$ cat src/assert_macros.svh
// assertion helpers for the packet router, clocked on clk, disabled in reset
`ifndef ASSERT_MACROS_SVH
`define ASSERT_MACROS_SVH
`ifndef SYNTHESIS
// property must hold at every edge out of reset
`define SPR_ASSERT(lbl, prop, msg) \
  lbl: assert property (@(posedge clk) disable iff (!rst_n) (prop)) else $error(msg);
// condition must never be seen out of reset
`define SPR_NEVER(lbl, cond, msg) \
  lbl: assert property (@(posedge clk) disable iff (!rst_n) !(cond)) else $error(msg);
`else
`define SPR_ASSERT(lbl, prop, msg)
`define SPR_NEVER(lbl, cond, msg)
`endif
`endif

$ cat src/spr_pkg.sv
`default_nettype none

package spr_pkg;

  localparam logic [7:0] MARKER        = 8'hAA;
  localparam logic [7:0] CRC_POLY      = 8'h8C;
  localparam int         CRC_BYTES     = 7;
  localparam logic [3:0] ADDR_BCAST    = 4'hF;
  localparam logic [7:0] NODE_ADDR_MIN = 8'd1;
  localparam logic [7:0] NODE_ADDR_MAX = 8'd14;
  localparam logic [7:0] REPLY_SRC_HI  = 8'hF0;

  localparam logic [1:0] KIND_TX = 2'd0;
  localparam logic [1:0] KIND_WR = 2'd1;
  localparam logic [1:0] KIND_RD = 2'd2;

  localparam int Q_DEPTH = 2;
  localparam int Q_PTR_W = (Q_DEPTH > 1) ? $clog2(Q_DEPTH) : 1;
  localparam int Q_CNT_W = $clog2(Q_DEPTH + 1);

  // one classified packet handed from front to back
  typedef struct packed {
    logic [7:0][7:0] pkt;    // byte 0 oldest, data_0 already bumped for config
    logic            fwd;    // send the eight packet bytes
    logic            fresh;  // replace byte 7 with a recomputed crc
    logic            reply;  // follow with the identity reply packet
    logic            acc_en; // emit an access command after the bytes
    logic            acc_rd; // access command is a read request
    logic [3:0]      naddr;  // node address at classification time
  } spr_cmd_t;

  typedef struct packed {
    logic valid;
    logic full;
  } spr_q_stat_t;

  function automatic logic [7:0] crc8_byte(logic [7:0] c, logic [7:0] d);
    logic [7:0] x;
    x = c ^ d;
    for (int i = 0; i < 8; i++) begin
      x = x[0] ? ((x >> 1) ^ CRC_POLY) : (x >> 1);
    end
    return x;
  endfunction

endpackage

`default_nettype wire

$ cat src/spr_front.sv
`default_nettype none
`include "assert_macros.svh"

module spr_front (
  input  logic                 clk,
  input  logic                 rst_n,
  input  logic                 in_valid,
  output logic                 in_stall,
  input  logic [7:0]           in_rx_byte,
  output spr_pkg::spr_cmd_t    q_wdata,
  output logic                 q_push,
  input  spr_pkg::spr_q_stat_t q_stat
);
  import spr_pkg::*;

  localparam logic [1:0] F_IDLE = 2'd0;
  localparam logic [1:0] F_CRC  = 2'd1;
  localparam logic [1:0] F_PUSH = 2'd2;
  localparam logic [2:0] CRC_LAST = 3'(CRC_BYTES - 1);

  logic [1:0]      state_r, state_nxt;
  logic [7:0][7:0] win_r, win_nxt;
  logic [2:0]      cnt_r, cnt_nxt;
  logic [7:0]      crc_r, crc_nxt;
  logic            crc_ok_r, crc_ok_nxt;
  logic [3:0]      node_r, node_nxt;
  logic [7:0]      crc_step;

  logic [3:0] rcp, snd;
  logic       dir, is_cfg, cfg_match, set_addr, has_result;
  logic [7:0] inc;
  spr_cmd_t   cmd;

  assign in_stall = (state_r != F_IDLE);
  assign crc_step = crc8_byte(crc_r, win_r[cnt_r]);

  // classification of the window once the crc is known good
  always_comb begin
    rcp       = win_r[1][3:0];
    snd       = win_r[1][7:4];
    dir       = win_r[2][7];
    is_cfg    = (win_r[1] == 8'd0);
    inc       = win_r[3] + 8'd1;
    cfg_match = (inc == win_r[5]);
    set_addr  = 1'b0;
    cmd       = '0;
    cmd.pkt   = win_r;
    cmd.naddr = node_r;
    if (is_cfg) begin
      cmd.pkt[3] = inc;
      cmd.fresh  = 1'b1;
      if (dir) begin
        cmd.fwd   = 1'b1;
        cmd.reply = 1'b1;
      end else if (cfg_match) begin
        set_addr = (win_r[6] inside {[NODE_ADDR_MIN:NODE_ADDR_MAX]});
      end else begin
        cmd.fwd = 1'b1;
      end
    end else begin
      cmd.fwd    = (rcp != node_r) && (snd != node_r);
      cmd.acc_en = (rcp == ADDR_BCAST) || (rcp == node_r);
      cmd.acc_rd = dir;
    end
    has_result = cmd.fwd | cmd.acc_en;
  end

  assign q_wdata = cmd;
  assign q_push  = (state_r == F_PUSH) && crc_ok_r && has_result && !q_stat.full;

  always_comb begin
    state_nxt  = state_r;
    win_nxt    = win_r;
    cnt_nxt    = cnt_r;
    crc_nxt    = crc_r;
    crc_ok_nxt = crc_ok_r;
    node_nxt   = node_r;
    case (state_r)
      F_IDLE: begin
        if (in_valid) begin
          win_nxt = {in_rx_byte, win_r[7:1]};
          cnt_nxt = 3'd0;
          crc_nxt = 8'd0;
          if (win_r[1] == MARKER) begin
            state_nxt = F_CRC;
          end
        end
      end
      F_CRC: begin
        crc_nxt = crc_step;
        if (cnt_r == CRC_LAST) begin
          crc_ok_nxt = (crc_step == win_r[7]);
          state_nxt  = F_PUSH;
        end else begin
          cnt_nxt = cnt_r + 3'd1;
        end
      end
      F_PUSH: begin
        if (!crc_ok_r) begin
          state_nxt = F_IDLE;
        end else if (!has_result) begin
          if (set_addr) begin
            node_nxt = win_r[6][3:0];
          end
          state_nxt = F_IDLE;
        end else if (!q_stat.full) begin
          state_nxt = F_IDLE;
        end
      end
      default: begin
        state_nxt = F_IDLE;
      end
    endcase
  end

  always_ff @(posedge clk) begin
    if (!rst_n) begin
      state_r  <= F_IDLE;
      win_r    <= '0;
      node_r   <= 4'd0;
      crc_ok_r <= 1'b0;
    end else begin
      state_r  <= state_nxt;
      win_r    <= win_nxt;
      node_r   <= node_nxt;
      crc_ok_r <= crc_ok_nxt;
    end
    cnt_r <= cnt_nxt;
    crc_r <= crc_nxt;
  end

  `SPR_ASSERT(a_push_hold, (state_r == F_PUSH && crc_ok_r && has_result && q_stat.full) |=> (state_r == F_PUSH), "front left push state while queue full")

endmodule

`default_nettype wire

$ cat src/spr_queue.sv
`default_nettype none
`include "assert_macros.svh"

module spr_queue (
  input  logic                 clk,
  input  logic                 rst_n,
  input  logic                 push,
  input  spr_pkg::spr_cmd_t    wdata,
  input  logic                 pop,
  output spr_pkg::spr_cmd_t    rdata,
  output spr_pkg::spr_q_stat_t stat
);
  import spr_pkg::*;

  spr_cmd_t             mem_r [Q_DEPTH];
  logic [Q_PTR_W-1:0]   wr_ptr_r, rd_ptr_r;
  logic [Q_CNT_W-1:0]   cnt_r;

  function automatic logic [Q_PTR_W-1:0] ptr_inc(logic [Q_PTR_W-1:0] p);
    return (p == Q_PTR_W'(Q_DEPTH - 1)) ? '0 : p + Q_PTR_W'(1);
  endfunction

  assign rdata      = mem_r[rd_ptr_r];
  assign stat.valid = (cnt_r != '0);
  assign stat.full  = (cnt_r == Q_CNT_W'(Q_DEPTH));

  always_ff @(posedge clk) begin
    if (!rst_n) begin
      wr_ptr_r <= '0;
      rd_ptr_r <= '0;
      cnt_r    <= '0;
    end else begin
      if (push) begin
        wr_ptr_r <= ptr_inc(wr_ptr_r);
      end
      if (pop) begin
        rd_ptr_r <= ptr_inc(rd_ptr_r);
      end
      if (push && !pop) begin
        cnt_r <= cnt_r + Q_CNT_W'(1);
      end else if (pop && !push) begin
        cnt_r <= cnt_r - Q_CNT_W'(1);
      end
    end
    if (push) begin
      mem_r[wr_ptr_r] <= wdata;
    end
  end

  `SPR_NEVER(a_q_overflow, push && !pop && cnt_r == Q_CNT_W'(Q_DEPTH), "push into full queue")

endmodule

`default_nettype wire

$ cat src/spr_back.sv
`default_nettype none
`include "assert_macros.svh"

module spr_back (
  input  logic                 clk,
  input  logic                 rst_n,
  input  logic                 cfg_wr_en,
  input  logic [15:0]          cfg_device_id,
  input  spr_pkg::spr_cmd_t    q_rdata,
  input  spr_pkg::spr_q_stat_t q_stat,
  output logic                 q_pop,
  output logic                 out_valid,
  input  logic                 out_stall,
  output logic [1:0]           out_result_kind,
  output logic [7:0]           out_tx_byte,
  output logic [6:0]           out_point_num,
  output logic [31:0]          out_payload_word,
  output logic [3:0]           out_reply_to,
  output logic [7:0]           out_reply_tag,
  output logic                 out_last
);
  import spr_pkg::*;

  localparam logic [1:0] B_IDLE = 2'd0;
  localparam logic [1:0] B_PKT  = 2'd1;
  localparam logic [1:0] B_RPL  = 2'd2;
  localparam logic [1:0] B_ACC  = 2'd3;
  localparam logic [2:0] IDX_CRC = 3'd7;

  logic [1:0]  state_r, state_nxt;
  spr_cmd_t    cmd_r, cmd_nxt;
  logic [2:0]  idx_r, idx_nxt;
  logic [7:0]  crc_r, crc_nxt;
  logic [15:0] dev_id_r;

  logic        out_valid_r, out_valid_nxt;
  logic [1:0]  out_result_kind_r, out_result_kind_nxt;
  logic [7:0]  out_tx_byte_r, out_tx_byte_nxt;
  logic [6:0]  out_point_num_r, out_point_num_nxt;
  logic [31:0] out_payload_word_r, out_payload_word_nxt;
  logic [3:0]  out_reply_to_r, out_reply_to_nxt;
  logic [7:0]  out_reply_tag_r, out_reply_tag_nxt;
  logic        out_last_r, out_last_nxt;

  logic       load;
  logic [7:0] pkt_byte, rpl_byte, cur_byte;

  assign load = !out_valid_r || !out_stall;

  assign pkt_byte = (idx_r == IDX_CRC && cmd_r.fresh) ? crc_r : cmd_r.pkt[idx_r];

  // identity reply, built on the fly from the bumped packet
  always_comb begin
    case (idx_r)
      3'd0:    rpl_byte = cmd_r.pkt[0];
      3'd1:    rpl_byte = REPLY_SRC_HI;
      3'd2:    rpl_byte = {1'b0, cmd_r.pkt[6][6:0]};
      3'd3:    rpl_byte = cmd_r.pkt[3];
      3'd4:    rpl_byte = dev_id_r[7:0];
      3'd5:    rpl_byte = dev_id_r[15:8];
      3'd6:    rpl_byte = {4'd0, cmd_r.naddr};
      default: rpl_byte = crc_r;
    endcase
  end

  assign cur_byte = (state_r == B_RPL) ? rpl_byte : pkt_byte;

  always_comb begin
    state_nxt            = state_r;
    cmd_nxt              = cmd_r;
    idx_nxt              = idx_r;
    crc_nxt              = crc_r;
    q_pop                = 1'b0;
    out_valid_nxt        = out_valid_r;
    out_result_kind_nxt  = out_result_kind_r;
    out_tx_byte_nxt      = out_tx_byte_r;
    out_point_num_nxt    = out_point_num_r;
    out_payload_word_nxt = out_payload_word_r;
    out_reply_to_nxt     = out_reply_to_r;
    out_reply_tag_nxt    = out_reply_tag_r;
    out_last_nxt         = out_last_r;
    if (load) begin
      out_valid_nxt = 1'b0;
    end
    case (state_r)
      B_IDLE: begin
        if (q_stat.valid) begin
          cmd_nxt   = q_rdata;
          q_pop     = 1'b1;
          idx_nxt   = 3'd0;
          crc_nxt   = 8'd0;
          state_nxt = q_rdata.fwd ? B_PKT : B_ACC;
        end
      end
      B_PKT, B_RPL: begin
        if (load) begin
          out_valid_nxt        = 1'b1;
          out_result_kind_nxt  = KIND_TX;
          out_tx_byte_nxt      = cur_byte;
          out_point_num_nxt    = 7'd0;
          out_payload_word_nxt = 32'd0;
          out_reply_to_nxt     = 4'd0;
          out_reply_tag_nxt    = 8'd0;
          out_last_nxt         = 1'b0;
          idx_nxt              = idx_r + 3'd1;
          if (idx_r == IDX_CRC) begin
            crc_nxt = 8'd0;
            if (state_r == B_PKT && cmd_r.reply) begin
              state_nxt = B_RPL;
            end else if (cmd_r.acc_en) begin
              state_nxt = B_ACC;
            end else begin
              out_last_nxt = 1'b1;
              state_nxt    = B_IDLE;
            end
          end else begin
            crc_nxt = crc8_byte(crc_r, cur_byte);
          end
        end
      end
      B_ACC: begin
        if (load) begin
          out_valid_nxt        = 1'b1;
          out_result_kind_nxt  = cmd_r.acc_rd ? KIND_RD : KIND_WR;
          out_tx_byte_nxt      = 8'd0;
          out_point_num_nxt    = cmd_r.pkt[2][6:0];
          out_payload_word_nxt = cmd_r.acc_rd ? 32'd0 :
                                 {cmd_r.pkt[6], cmd_r.pkt[5], cmd_r.pkt[4], cmd_r.pkt[3]};
          out_reply_to_nxt     = cmd_r.acc_rd ? cmd_r.pkt[1][7:4] : 4'd0;
          out_reply_tag_nxt    = cmd_r.acc_rd ? cmd_r.pkt[6] : 8'd0;
          out_last_nxt         = 1'b1;
          state_nxt            = B_IDLE;
        end
      end
      default: begin
        state_nxt = B_IDLE;
      end
    endcase
  end

  always_ff @(posedge clk) begin
    if (!rst_n) begin
      state_r     <= B_IDLE;
      out_valid_r <= 1'b0;
      dev_id_r    <= 16'd0;
    end else begin
      state_r     <= state_nxt;
      out_valid_r <= out_valid_nxt;
      if (cfg_wr_en) begin
        dev_id_r <= cfg_device_id;
      end
    end
    cmd_r              <= cmd_nxt;
    idx_r              <= idx_nxt;
    crc_r              <= crc_nxt;
    out_result_kind_r  <= out_result_kind_nxt;
    out_tx_byte_r      <= out_tx_byte_nxt;
    out_point_num_r    <= out_point_num_nxt;
    out_payload_word_r <= out_payload_word_nxt;
    out_reply_to_r     <= out_reply_to_nxt;
    out_reply_tag_r    <= out_reply_tag_nxt;
    out_last_r         <= out_last_nxt;
  end

  assign out_valid        = out_valid_r;
  assign out_result_kind  = out_result_kind_r;
  assign out_tx_byte      = out_tx_byte_r;
  assign out_point_num    = out_point_num_r;
  assign out_payload_word = out_payload_word_r;
  assign out_reply_to     = out_reply_to_r;
  assign out_reply_tag    = out_reply_tag_r;
  assign out_last         = out_last_r;

  `SPR_ASSERT(a_tx_clean,
              (out_valid_r && out_result_kind_r != KIND_TX) |-> (out_tx_byte_r == 8'd0),
              "access result carries a tx byte")
  `SPR_NEVER(a_kind_code,
             out_valid_r && out_result_kind_r != KIND_TX && out_result_kind_r != KIND_WR
             && out_result_kind_r != KIND_RD,
             "undefined result kind")
  `SPR_ASSERT(a_pop_start,
              q_pop |=> (state_r == B_PKT || state_r == B_ACC),
              "pop did not start a command")

endmodule

`default_nettype wire

$ cat src/serial_packet_node_router_top.sv
// channel | direction | transfer when         | payload
// in      | input     | in_valid & !in_stall  | in_rx_byte
// out     | output    | out_valid & !out_stall| kind, tx byte, access fields, last
// cfg     | input     | cfg_wr_en             | cfg_device_id
//
// a byte whose window has no marker at its oldest slot is taken without raising in_stall
// a byte that exposes a marker goes through accept, 7 crc steps, classify
// the back end pops a command, then gives one result per cycle while out_stall is low (up to 16 per byte)
// so a config read with its reply gives 16 results: the 8 packet bytes and the 8 reply bytes
// reset is synchronous on rst_n low and clears window, node address, device id
// out stalls back up through a 2-entry command queue into in_stall
`default_nettype none

module serial_packet_node_router_top (
  input  logic        clk,
  input  logic        rst_n,
  // input byte channel
  input  logic        in_valid,
  output logic        in_stall,
  input  logic [7:0]  in_rx_byte,
  // result channel
  output logic        out_valid,
  input  logic        out_stall,
  output logic [1:0]  out_result_kind,
  output logic [7:0]  out_tx_byte,
  output logic [6:0]  out_point_num,
  output logic [31:0] out_payload_word,
  output logic [3:0]  out_reply_to,
  output logic [7:0]  out_reply_tag,
  output logic        out_last,
  // device identity register
  input  logic        cfg_wr_en,
  input  logic [15:0] cfg_device_id
);
  import spr_pkg::*;

  // classified packets between front and back
  spr_cmd_t    q_wdata;
  spr_cmd_t    q_rdata;
  spr_q_stat_t q_stat;
  logic        q_push;
  logic        q_pop;

  // front: sliding window, serial crc check, routing decision, node address
  spr_front u_front (
    .clk        (clk),
    .rst_n      (rst_n),
    .in_valid   (in_valid),
    .in_stall   (in_stall),
    .in_rx_byte (in_rx_byte),
    .q_wdata    (q_wdata),
    .q_push     (q_push),
    .q_stat     (q_stat)
  );

  // short command queue so each side stalls on its own
  spr_queue u_queue (
    .clk   (clk),
    .rst_n (rst_n),
    .push  (q_push),
    .wdata (q_wdata),
    .pop   (q_pop),
    .rdata (q_rdata),
    .stat  (q_stat)
  );

  // back: byte sequencer with running crc for rewritten packets and replies
  spr_back u_back (
    .clk              (clk),
    .rst_n            (rst_n),
    .cfg_wr_en        (cfg_wr_en),
    .cfg_device_id    (cfg_device_id),
    .q_rdata          (q_rdata),
    .q_stat           (q_stat),
    .q_pop            (q_pop),
    .out_valid        (out_valid),
    .out_stall        (out_stall),
    .out_result_kind  (out_result_kind),
    .out_tx_byte      (out_tx_byte),
    .out_point_num    (out_point_num),
    .out_payload_word (out_payload_word),
    .out_reply_to     (out_reply_to),
    .out_reply_tag    (out_reply_tag),
    .out_last         (out_last)
  );

endmodule

`default_nettype wire

$ cat config.mk
export PLATFORM = sky130hd
export DESIGN_NAME = serial_packet_node_router_top
export DESIGN_NICKNAME = d
export VERILOG_FILES = /design/src/spr_pkg.sv /design/src/spr_front.sv /design/src/spr_queue.sv /design/src/spr_back.sv /design/src/serial_packet_node_router_top.sv
export VERILOG_INCLUDE_DIRS = /design/src /design/src/src
export SDC_FILE = /design/constraint.sdc
export NUM_CORES = 1
export LEC_CHECK = 0
export BUFFER_PORTS_ARGS = -buffer_cell sky130_fd_sc_hd__buf_4
export CORE_ASPECT_RATIO = 1.4
export CORE_UTILIZATION = 66
export CTS_CLUSTER_DIAMETER = 30
export CTS_CLUSTER_SIZE = 40
export DETAILED_ROUTE_END_ITERATION = 8
export PLACE_DENSITY = 0.85
export SETUP_SLACK_MARGIN = 0.02
export SLEW_MARGIN = 20
export SYNTH_ARGS = -nofsm -noshare
export SYNTH_HDL_FRONTEND = slang
export SYNTH_HIERARCHICAL = 1
export SYNTH_SLANG_ARGS = --single-unit
$ cat constraint.sdc
create_clock -name clk -period 10.15 [get_ports clk]
set_input_delay 1.5225 -clock clk [delete_from_list [all_inputs] [get_ports clk]]
set_output_delay 1.5225 -clock clk [all_outputs]
set_load 0.05 [all_outputs]
# Word-level counts from Yosys, hierarchy flattened
# Memories as Yosys holds them, arrays and structs flattened. A register that Yosys moved wholly into a read port is not among the register bits.
# Cells that the tools add are included.
[op_classes]
eq_ne = 30
bitwise = 20
n_addsub = 7
n_lt_le_gt_ge = 4
mul = 0
n_reduce_logical = 38
div_mod_pow = 0
mux = 99
n_shift = 0
[op_table]
columns = ["op", "n"]
rows = [
  ["$mux 8", 29],
  ["$mux 32", 3],
  ["$pmux 32 s2", 1],
  ["$pmux 8 s2", 4],
  ["$pmux 8 s7", 1],
  ["$bmux 8 s3", 2],
  ["$not 2->3", 16],
  ["$mux 2", 19],
  ["$mux 1", 23],
  ["$eq 8x8->1", 2],
  ["$xor 8x8->8", 2],
  ["$eq 3x3->1 const B", 5],
  ["$mux 7", 2],
  ["$pmux 7 s2", 1],
  ["$mux 3", 4],
  ["$mux 4", 3],
  ["$pmux 2 s3", 2],
  ["$pmux 3 s2", 2],
  ["$reduce_and 4->1", 3],
  ["$reduce_bool 2->1", 6],
  ["$ne 2x1->1 const B", 5],
  ["$logic_and 1x1->1", 9],
  ["$reduce_and 3->1", 3],
  ["$add 8x1->8 const B", 1],
  ["other kinds (30)", 50],
]
[totals]
in_bits = 29
out_inout_bits = 64
ram_bits = 146
mem_count = 1
regBits = 250
rom_bits = 0
wordCells = 240
latchBits = 0
[mem_list]
columns = ["name", "words", "width", "read_ports", "rd_clocked_by_memory_dff", "write_ports", "line_no", "source"]
rows = [
  ["u_queue.mem_r", 2, 73, 1, 1, 1, "spr_queue.sv:15", "spr_cmd_t mem_r [Q_DEPTH];"],
]

# Logic depth before layout (Yosys ltp)
# Gate-level depths: netlist of the first run.
[depth]
depth_word = 24
mapped_depth = 13
depth_no_buf = 12

# Hierarchy
# The synthesis of the first run kept the hierarchy.
[by_module_without_submodules]
columns = ["module", "seq_area_each_um2", "n_inst", "cells_per_inst", "area_each_um2"]
rows = [
  ["spr_back", 4734.5, 1, 475, 7126.8],
  ["spr_queue", 4484.3, 1, 249, 5514.0],
  ["spr_front", 1751.7, 1, 573, 4961.0],
]

# Least setup slack after synthesis of the first run
# No wires, ideal clock.
[synth_path]
kind = "register -> register"
startpoint = "register u_front/win_r[26] (netlist bit)"
endpoint = "memory u_queue/mem_r[0][0] (netlist bit) (enable)"
stages_incl_launch_ff = 10
period_less_slack_ns = 5.565
setup_ns = 0.514
t_arrival_ns = 5.050
setup_slack_ns = 4.585
cell_sequence = "dfxtp_1 clkbuf_1 nand3_1 nor2_1 and3_1 xnor2_1 o41a_1 o21a_1 nor2b_1 nor2b_1"
[synth_rtl]
columns = ["item", "line_no", "source"]
rows = [
  ["start, declared", "spr_front.sv:22", "logic [7:0][7:0] win_r, win_nxt;"],
  ["start signal, assigned", "spr_front.sv:124", "win_r <= win_nxt;"],
  ["end, declared", "spr_queue.sv:15", ""],
]

# Worst setup path in the final report of the first run
[layout_path]
startpoint = "register u_back.idx_r[0]"
endpoint = "register u_back.crc_r[3], data pin"
[layout_between]
elab_chain_cells = 18
[layout_rtl]
columns = ["item", "line_no", "source"]
rows = [
  ["start, declared", "spr_back.sv:32", "logic [2:0] idx_r, idx_nxt;"],
  ["start signal, assigned", "spr_back.sv:154", "idx_r <= idx_nxt;"],
  ["$bmux 8 s3 or $eq 3x3->1 (tied branches)", "spr_back.sv:50, spr_back.sv:106", ""],
  ["$mux 8 (implied by the code) or $logic_and 1x1->1 (tied branches)", "spr_back.sv:50", "assign pkt_byte = (idx_r == IDX_CRC && cmd_r.fresh) ? crc_r : cmd_r.pkt[idx_r];"],
  ["$mux 8", "spr_back.sv:50", ""],
  ["$mux 8", "spr_back.sv:66", "assign cur_byte = (state_r == B_RPL) ? rpl_byte : pkt_byte;"],
  ["$xor 8x8->8", "spr_pkg.sv:39", "x = c ^ d;"],
  ["$not 2->3 (no source line) or $mux 8 (tied branches)", "n/a", ""],
  ["$mux 8", "spr_pkg.sv:41", "x = x[0] ? ((x >> 1) ^ CRC_POLY) : (x >> 1);"],
  ["$mux 8 or $not 2->3 (tied branches) (2 in a row)", "n/a", ""],
  ["$mux 8", "spr_pkg.sv:41", ""],
  ["$mux 8 or $not 2->3 (tied branches)", "n/a", ""],
  ["$mux 8 (2 in a row)", "spr_pkg.sv:41", ""],
  ["$not 2->3 (no source line) or $mux 8 (tied branches)", "n/a", ""],
  ["$mux 8", "spr_pkg.sv:41", ""],
  ["$mux 8 (*)", "spr_back.sv:106", "if (idx_r == IDX_CRC) begin"],
  ["$mux 8 (*)", "spr_back.sv:96", "if (load) begin"],
  ["$pmux 8 s2 (*)", "spr_back.sv:85", "case (state_r)"],
  ["end signal, assigned", "spr_back.sv:155", "crc_r <= crc_nxt;"],
  ["end, declared", "spr_back.sv:33", "logic [7:0] crc_r, crc_nxt;"],
]
# Every way passes the cells marked *; elsewhere a longest branch is shown, timed or not. The select of a mux whose other input is x is not followed.
# A chain may end at the register's enable or synchronous reset.

==> impl_metrics.ini, run 1 <==
[placement]
place.gp.congestion = 0.937
placedInstanceArea_um2 = 18100
dp_hpwl_um = 26300
numPortBuffers = 92
pre_cts_slack_ns = 6.10
dp.cells = 1599

[timing]
slew_viol_final = 0
hold_viol = 0
layout_min_cycle_time_ns = 4.09
setup_viol = 0
clock_skew_ns = 0.0181
worstMarginPinSlew_ns = 1.01
setup_tns_ns = 0
grt_setup_unrepaired = false
fin_crit_sh_pct = 40.3
whs_ns = 0.498
max_freq_mhz = 244
worst_slack_ns = 6.06
maxSlewHeadroom_pct = 32.5

[cts]
cts-root-buf = clkbuf_16
cts.sinks = 397
htree_num_levels = 2
cts.clk_slew.worst_paths_ns = 0.06
clkLatencyLatePin_ns = 0.56
cts_resized = 0
cts_buffers = 47
hold_buffers = 0
postCtsSetupBuffers = 0
tritoncts = done
clk_path_buf_depth = 3

[grt]
grt_pass1_vias = 10400
grt_usage_pct = 29.4
grt_antenna_before_repair = 0
grt_overflow = 0
grt_start_max_net_pins = 77
grt_pass1_wl_um = 59100

[synthesis]
synth_cells = 1297
ys_seq_area_share_pct = 62.3
synthArstFlopShare_pct = 0
ys_top_cells_by_count = 302 x edfxtp_1, 161 x nand2_1, 95 x dfxtp_1
synth_warnings = 6
synth_top_cell_area_share_pct = 51.5
yosys.area.top_type = edfxtp_1
yosysMostFrequentCell = edfxtp_1
yosysUniqueCellTypes = 67
synth_area_um2 = 17600
ys_seq_elements = 397
synth_fp_nets = 1341
syn_avg_cell_area_um2 = 13.6
synth-edff-count = 302
synth_ff_type = edfxtp_1
synthTopCellsByArea = edfxtp_1 52%, dfxtp_1 11%, mux2_2 4.8%

[floorplanning]
die_h_um = 195
row_count = 70
die_w_um = 140
start_util_pct = 67.2
io_pins = 93
dieArea_um2 = 27300
core_um2 = 26200

[hold_path]
hold_class = flip-flop to flip-flop

[cells_and_area]
nets = 1368
diodes = 0
fin_cells = 1685
utilization_pct = 75.2
layout-drive-gt1-share_pct = 22.8
syn_to_final_growth_pct = 11.9
design_area_um2 = 19700
multiInputGateArea_um2 = 5850
regArea_um2 = 11000
n_fill_cell = 1546

[setup_path]
crit_buf_inv = 1
slowest_stage = edfxtp_1
critical_path_arrival_ns = 4.39
cp_top_family = flip-flops
critPathMaxStageDelay_ns = 1.01
path_max_fanout = 20
path_cells = inv_1 -> ha_1 -> a222oi_1 -> a21oi_1 -> or3_1 -> a32oi_2 -> xnor3_1 -> mux2_1
critPathKind = flip-flop to flip-flop
cp-end-kind = flip-flop
start_kind = flip-flop
crit_required_ns = 10.45

[status]
status = completed

[detailed_routing]
vias_per_cell = 6.12
drt_wl_total_um = 39000
dr.pass1.iters = 6
drt_iter0_drc = 866
ant_nets = 0
via_count = 10300
wl_per_cell_um = 23.1
drc = 0

[run]
cap_viol_max_count = 0

[power_and_ir_drop]
p_total_mw = 6.03
leakagePower_nw = 7.02
power.density_nw_per_um2 = 306
vdd_drop_max_mv = 0.175
-- final timing paths --
kind | to | from | slack (ns) | depth (start not counted)
worst max-delay path | u_back/crc_r[3] | u_back/idx_r[0] | 6.06 | 8
worst min-delay path | u_queue/mem_r[0][15] | u_front/q_wdata[15] | 0.50 | 0
worst max register to register | u_back/crc_r[3] | u_back/idx_r[0] | 6.06 | 8
worst min register to register | u_queue/mem_r[0][15] | u_front/q_wdata[15] | 0.50 | 0
-- where the power goes --
| part | internal, mW | switching (mW) | leakage, nW |
|---|---|---|---|
| clock network | 0.996 | 0.725 | 0.790 |
| logic | 0.737 | 1.25 | 2.63 |
| registers | 2.12 | 0.202 | 3.60 |
| total | 3.85 | 2.18 | 7.02 |
-- cell families (layout without fill, tap and decap cells) --
group	Yosys count	count (layout)	synth area share (%)
xor+xnor	75	75	4.04
flops	397	397	62.3
compound gates	162	162	6.81
simple gates	357	357	9.67
mux	153	153	11.4
buf+inv	138	202	4.69
fa+ha+maj	15	15	1.07
-- worst reg2reg max path: cells and delay by family (launching register included) --
kind / cells / cell delay (ns)
buffers and inverters: 1 / 0.20
adder cells (fa/ha/maj): 1 / 0.47
flip-flops: 1 / 1.01
multiplexers: 1 / 0.34
AND/OR/NAND/NOR: 1 / 0.38
XOR/XNOR: 1 / 0.54
AO/OA/AOI/OAI: 3 / 0.88
-- registers in the layout, indices dropped and copies added (netlist names), named ones only --
register,flops
u_front/win_r,8
u_queue/cnt_r,2
u_back/out_payload_word,32
u_back/out_last,1
u_queue/mem_r,146
u_front/node_r,4
u_queue/rd_ptr_r,1
u_back/state_r,2
u_back/cmd_r,72
u_back/out_reply_to,4
u_back/out_result_kind,2
u_front/q_wdata,56
u_back/dev_id_r,16
u_front/crc_ok_r,1
u_back/idx_r,3
u_back/out_tx_byte,8
u_front/state_r,2
u_queue/wr_ptr_r,1
u_front/cnt_r,3
u_back/out_reply_tag,8
u_back/crc_r,8
u_back/out_point_num,7
u_front/crc_r,8
-- final cells by class --
cell class,instances,share of cell area [%]
clock buffer,49,6.01
clock inverter,37,2.34
inverter,12,0.229
multi-input combinational,762,29.7
sequential,397,55.7
tap,324,2.06
timing repair buffer,104,3.96
-- cells in the final DEF, fill, tap and decap left out, types with 9 or more instances in the layout --
master,n
edfxtp_1,302
nand2_1,160
buf_4,104
dfxtp_1,94
mux2_2,75
a21boi_0,69
and2_1,52
nor2_1,50
clkbuf_16,47
mux2i_1,47
xnor2_1,39
xor2_1,32
nor2b_1,31
mux4_2,27
a21oi_1,22
ha_1,15
and3_1,14
inv_6,11
o21ai_0,11
inv_1,10
nand2b_1,9
a211oi_1,9
nand3_1,9
-- routing by layer --
metal / global-route usage (%) / routed length [um] / share of wire (%)
met2: 50.5 / 19800 / 51
met4: 20.1 / 2710 / 6.9
met3: 4.41 / 2020 / 5.2
met1: 34.0 / 14400 / 37
met5: 0 / 0 / 0
No activity file was read; power rests on OpenSTA's default activity.
==> inputs of run 2 (changes only) <==
--- a/config.mk
+++ b/config.mk
@@ -6,13 +6,14 @@
 export SDC_FILE = /design/constraint.sdc
 export NUM_CORES = 1
 export LEC_CHECK = 0
+export ABC_AREA = 1
 export BUFFER_PORTS_ARGS = -buffer_cell sky130_fd_sc_hd__buf_4
 export CORE_ASPECT_RATIO = 1.4
-export CORE_UTILIZATION = 66
+export CORE_UTILIZATION = 56
 export CTS_CLUSTER_DIAMETER = 30
 export CTS_CLUSTER_SIZE = 40
 export DETAILED_ROUTE_END_ITERATION = 8
-export PLACE_DENSITY = 0.85
+export PLACE_DENSITY = 0.77
 export SETUP_SLACK_MARGIN = 0.02
 export SLEW_MARGIN = 20
 export SYNTH_ARGS = -nofsm -noshare
==> constraint.sdc (replaced) <==
create_clock -name clk -period 3.6 [get_ports clk]
set_input_delay 0.54 -clock clk [delete_from_list [all_inputs] [get_ports clk]]
set_output_delay 0.54 -clock clk [all_outputs]
set_load 0.05 [all_outputs]
==> impl_metrics.ini, run 2 <==
[synthesis]
syn_avg_cell_area_um2 = 10.3
yosysMostFrequentCell = nand2_1
synth_cells = 1778
yosysUniqueCellTypes = 41
synth_warnings = 6
synth-simple-area-share_pct = 16.6
synth_top_cell_area_share_pct = 49.5
synthArstFlopShare_pct = 0
synthMuxAreaShare_pct = 5.92
yosys.area_share.xor_xnor_pct = 0.718
ys_seq_elements = 397
synth_top_family_by_area = simple AND/OR/NAND/NOR gates
synth_fa_ha_area_share_pct = 1.03
synth-edff-count = 302
synthTopCellsByArea = edfxtp_1 50%, dfxtp_1 10%, nand2_1 7.8%
ys_top_cells_by_count = 381 x nand2_1, 302 x edfxtp_1, 175 x inv_1
synth_area_um2 = 18300
synth-compound-area-share_pct = 7.01
synth_fp_nets = 1822
ys_seq_area_share_pct = 59.9
synth_ff_type = edfxtp_1
yosys.area.top_type = edfxtp_1

[timing]
whs_ns = 0.191
max_freq_mhz = 297
setup_viol = 0
hold_viol = 0
clock_skew_ns = 0.0336
maxSlewHeadroom_pct = 34.0
grt_setup_unrepaired = false
worstMarginPinSlew_ns = 0.989
layout_min_cycle_time_ns = 3.36
fin_crit_sh_pct = 93.4
slew_viol_final = 0
setup_tns_ns = 0

[cts]
cts_resized = 0
cts.sinks = 397
cts_buffers = 53
clk_path_buf_depth = 3
tritoncts = done
clkLatencyLatePin_ns = 0.59
postCtsSetupBuffers = 0
htree_num_levels = 2
cts.clk_slew.worst_paths_ns = 0.06
hold_buffers = 0
cts-root-buf = clkbuf_16

[floorplanning]
die_h_um = 216
die_w_um = 155
io_pins = 93
row_count = 78
core_um2 = 32300
dieArea_um2 = 33400
start_util_pct = 56.7

[grt]
grt_start_max_net_pins = 98
grt_usage_pct = 27.1
grt_antenna_before_repair = 0
met2_usage_pct = 48.7
grt_pass1_vias = 12400
grt_use_met3_pct = 4.20
grt_pass1_wl_um = 68700
grt_overflow = 0
met1_usage_pct = 30.3
busiest_layer = met2

[setup_path]
path_cells = ha_1 -> nand2_1 -> inv_1 -> nand3_1 -> nor2_1 -> xor2_1 -> xor2_1 -> nand4_1 -> nand2_1 -> nand2_1 -> nand2_1 -> nor2_1 -> inv_1 -> nor2_4 -> buf_12
cp_top_family = simple AND/OR/NAND/NOR gates
crit_buf_inv = 3
crit_path_frequent_cell = nand2_1
critPathKind = flip-flop to flip-flop
slowest_stage = dfxtp_1
crit_required_ns = 3.85
cp-end-kind = flip-flop
critPathMaxStageDelay_ns = 0.49
path_max_fanout = 45
start_kind = flip-flop
critical_path_arrival_ns = 3.61

[power_and_ir_drop]
vdd_drop_max_mv = 0.491
leakagePower_nw = 8.62
power_frac_comb_pct = 33.5
switching_power_mw = 6.71
clkPwrFrac_pct = 30.5
p_total_mw = 17.7
swShare_pct = 38.0
pwr-share-seq_pct = 36.1
power.density_nw_per_um2 = 850
p_int_mw = 10.9

[run]
cap_viol_max_count = 0

[hold_path]
hold_class = primary input to flip-flop

[cells_and_area]
diodes = 0
utilization_pct = 64.3
layout-drive-gt1-share_pct = 17.5
top_register = u_queue/mem_r
n_fill_cell = 2440
largest_reg_flops = 146
nets = 1870
syn_to_final_growth_pct = 13.4
final_common_cell = nand2_1
layout_common_cells = 381 x nand2_1, 302 x edfxtp_1, 173 x inv_1, 149 x nand3_1, 144 x nor2_1

[detailed_routing]
via_count = 12600
drt_wl_total_um = 44500
wl_per_cell_um = 19.3
drt_iter0_drc = 1031
dr.pass1.iters = 5
ant_nets = 0
drc = 0
vias_per_cell = 5.48

[placement]
numPortBuffers = 92
dp_hpwl_um = 31400
place.gp.congestion = 0.972

[status]
status = completed
## run 2: final timing paths
check                      startpoint                    to  slack (ns)  depth (start not counted)
setup / recovery    u_front/win_r[24]  u_queue/mem_r[0][36]        0.24                         15
hold / removal      cfg_device_id[12]   u_back/dev_id_r[12]        0.19                          3
setup reg to reg    u_front/win_r[24]  u_queue/mem_r[0][36]        0.24                         15
hold reg to reg   u_front/q_wdata[45]  u_queue/mem_r[1][45]        0.49                          0
## run 2: cell families after synthesis
logic type / after synthesis
AOI/OAI and AO/OA: 246
xor gates and xnor gates: 15
adders and majority gates: 15
buffers and inverters: 309
DFF: 397
muxes: 73
and+or+nand+nor: 723
## run 2: worst reg2reg max path, cell delays in order, from the launching register on
cell and delay, ns:
dfxtp_1 0.49, ha_1 0.21, nand2_1 0.10, inv_1 0.07, nand3_1 0.08, nor2_1 0.15, xor2_1 0.24, xor2_1 0.10
nand4_1 0.22, nand2_1 0.17, nand2_1 0.14, nand2_1 0.07, nor2_1 0.23, inv_1 0.12, nor2_4 0.28, buf_12 0.29
## run 2: per-layer routing
metal	up-vias	routed length, um
met2	454	23000
met4	0	2500
met3	120	2290
met5	-	0
met1	6031	16700
li1	6038	-
## run 2: layout make-up
| class | instances | area, um^2 | share of cell area (%) |
|---|---|---|---|
| Clock buffer | 59 | 1380 | 6.65 |
| Clock inverter | 38 | 474 | 2.28 |
| Tap cell | 440 | 551 | 2.65 |
| Timing Repair Buffer | 118 | 936 | 4.51 |
| Sequential cell | 397 | 11000 | 52.9 |
| Multi-Input combinational cell | 1072 | 5750 | 27.7 |
| Inverter | 184 | 696 | 3.35 |
## run 2: power by group through the flow
stage	Clock [mW]	Combinational, mW	Sequential (mW)
floorplan	0	3.28	7.45
global placement	0	5.71	6.44
detailed placement	0	5.82	6.46
CTS	5.44	5.86	6.37
global route	5.64	6.40	6.43
finish	5.38	5.90	6.37
## run 2: stage by stage
stage | std cells | setup slack [ns] | instance area, um^2
2_1_floorplan | 1778 | 0.0531 | 18300
3_3_place_gp | 2211 | 0.524 | 18900
3_5_place_dp | 2211 | 0.420 | 18900
4_1_cts | 2308 | 0.335 | 20800
5_1_grt | 2308 | 0.0356 | 20800
6_report | 2308 | 0.238 | 20800
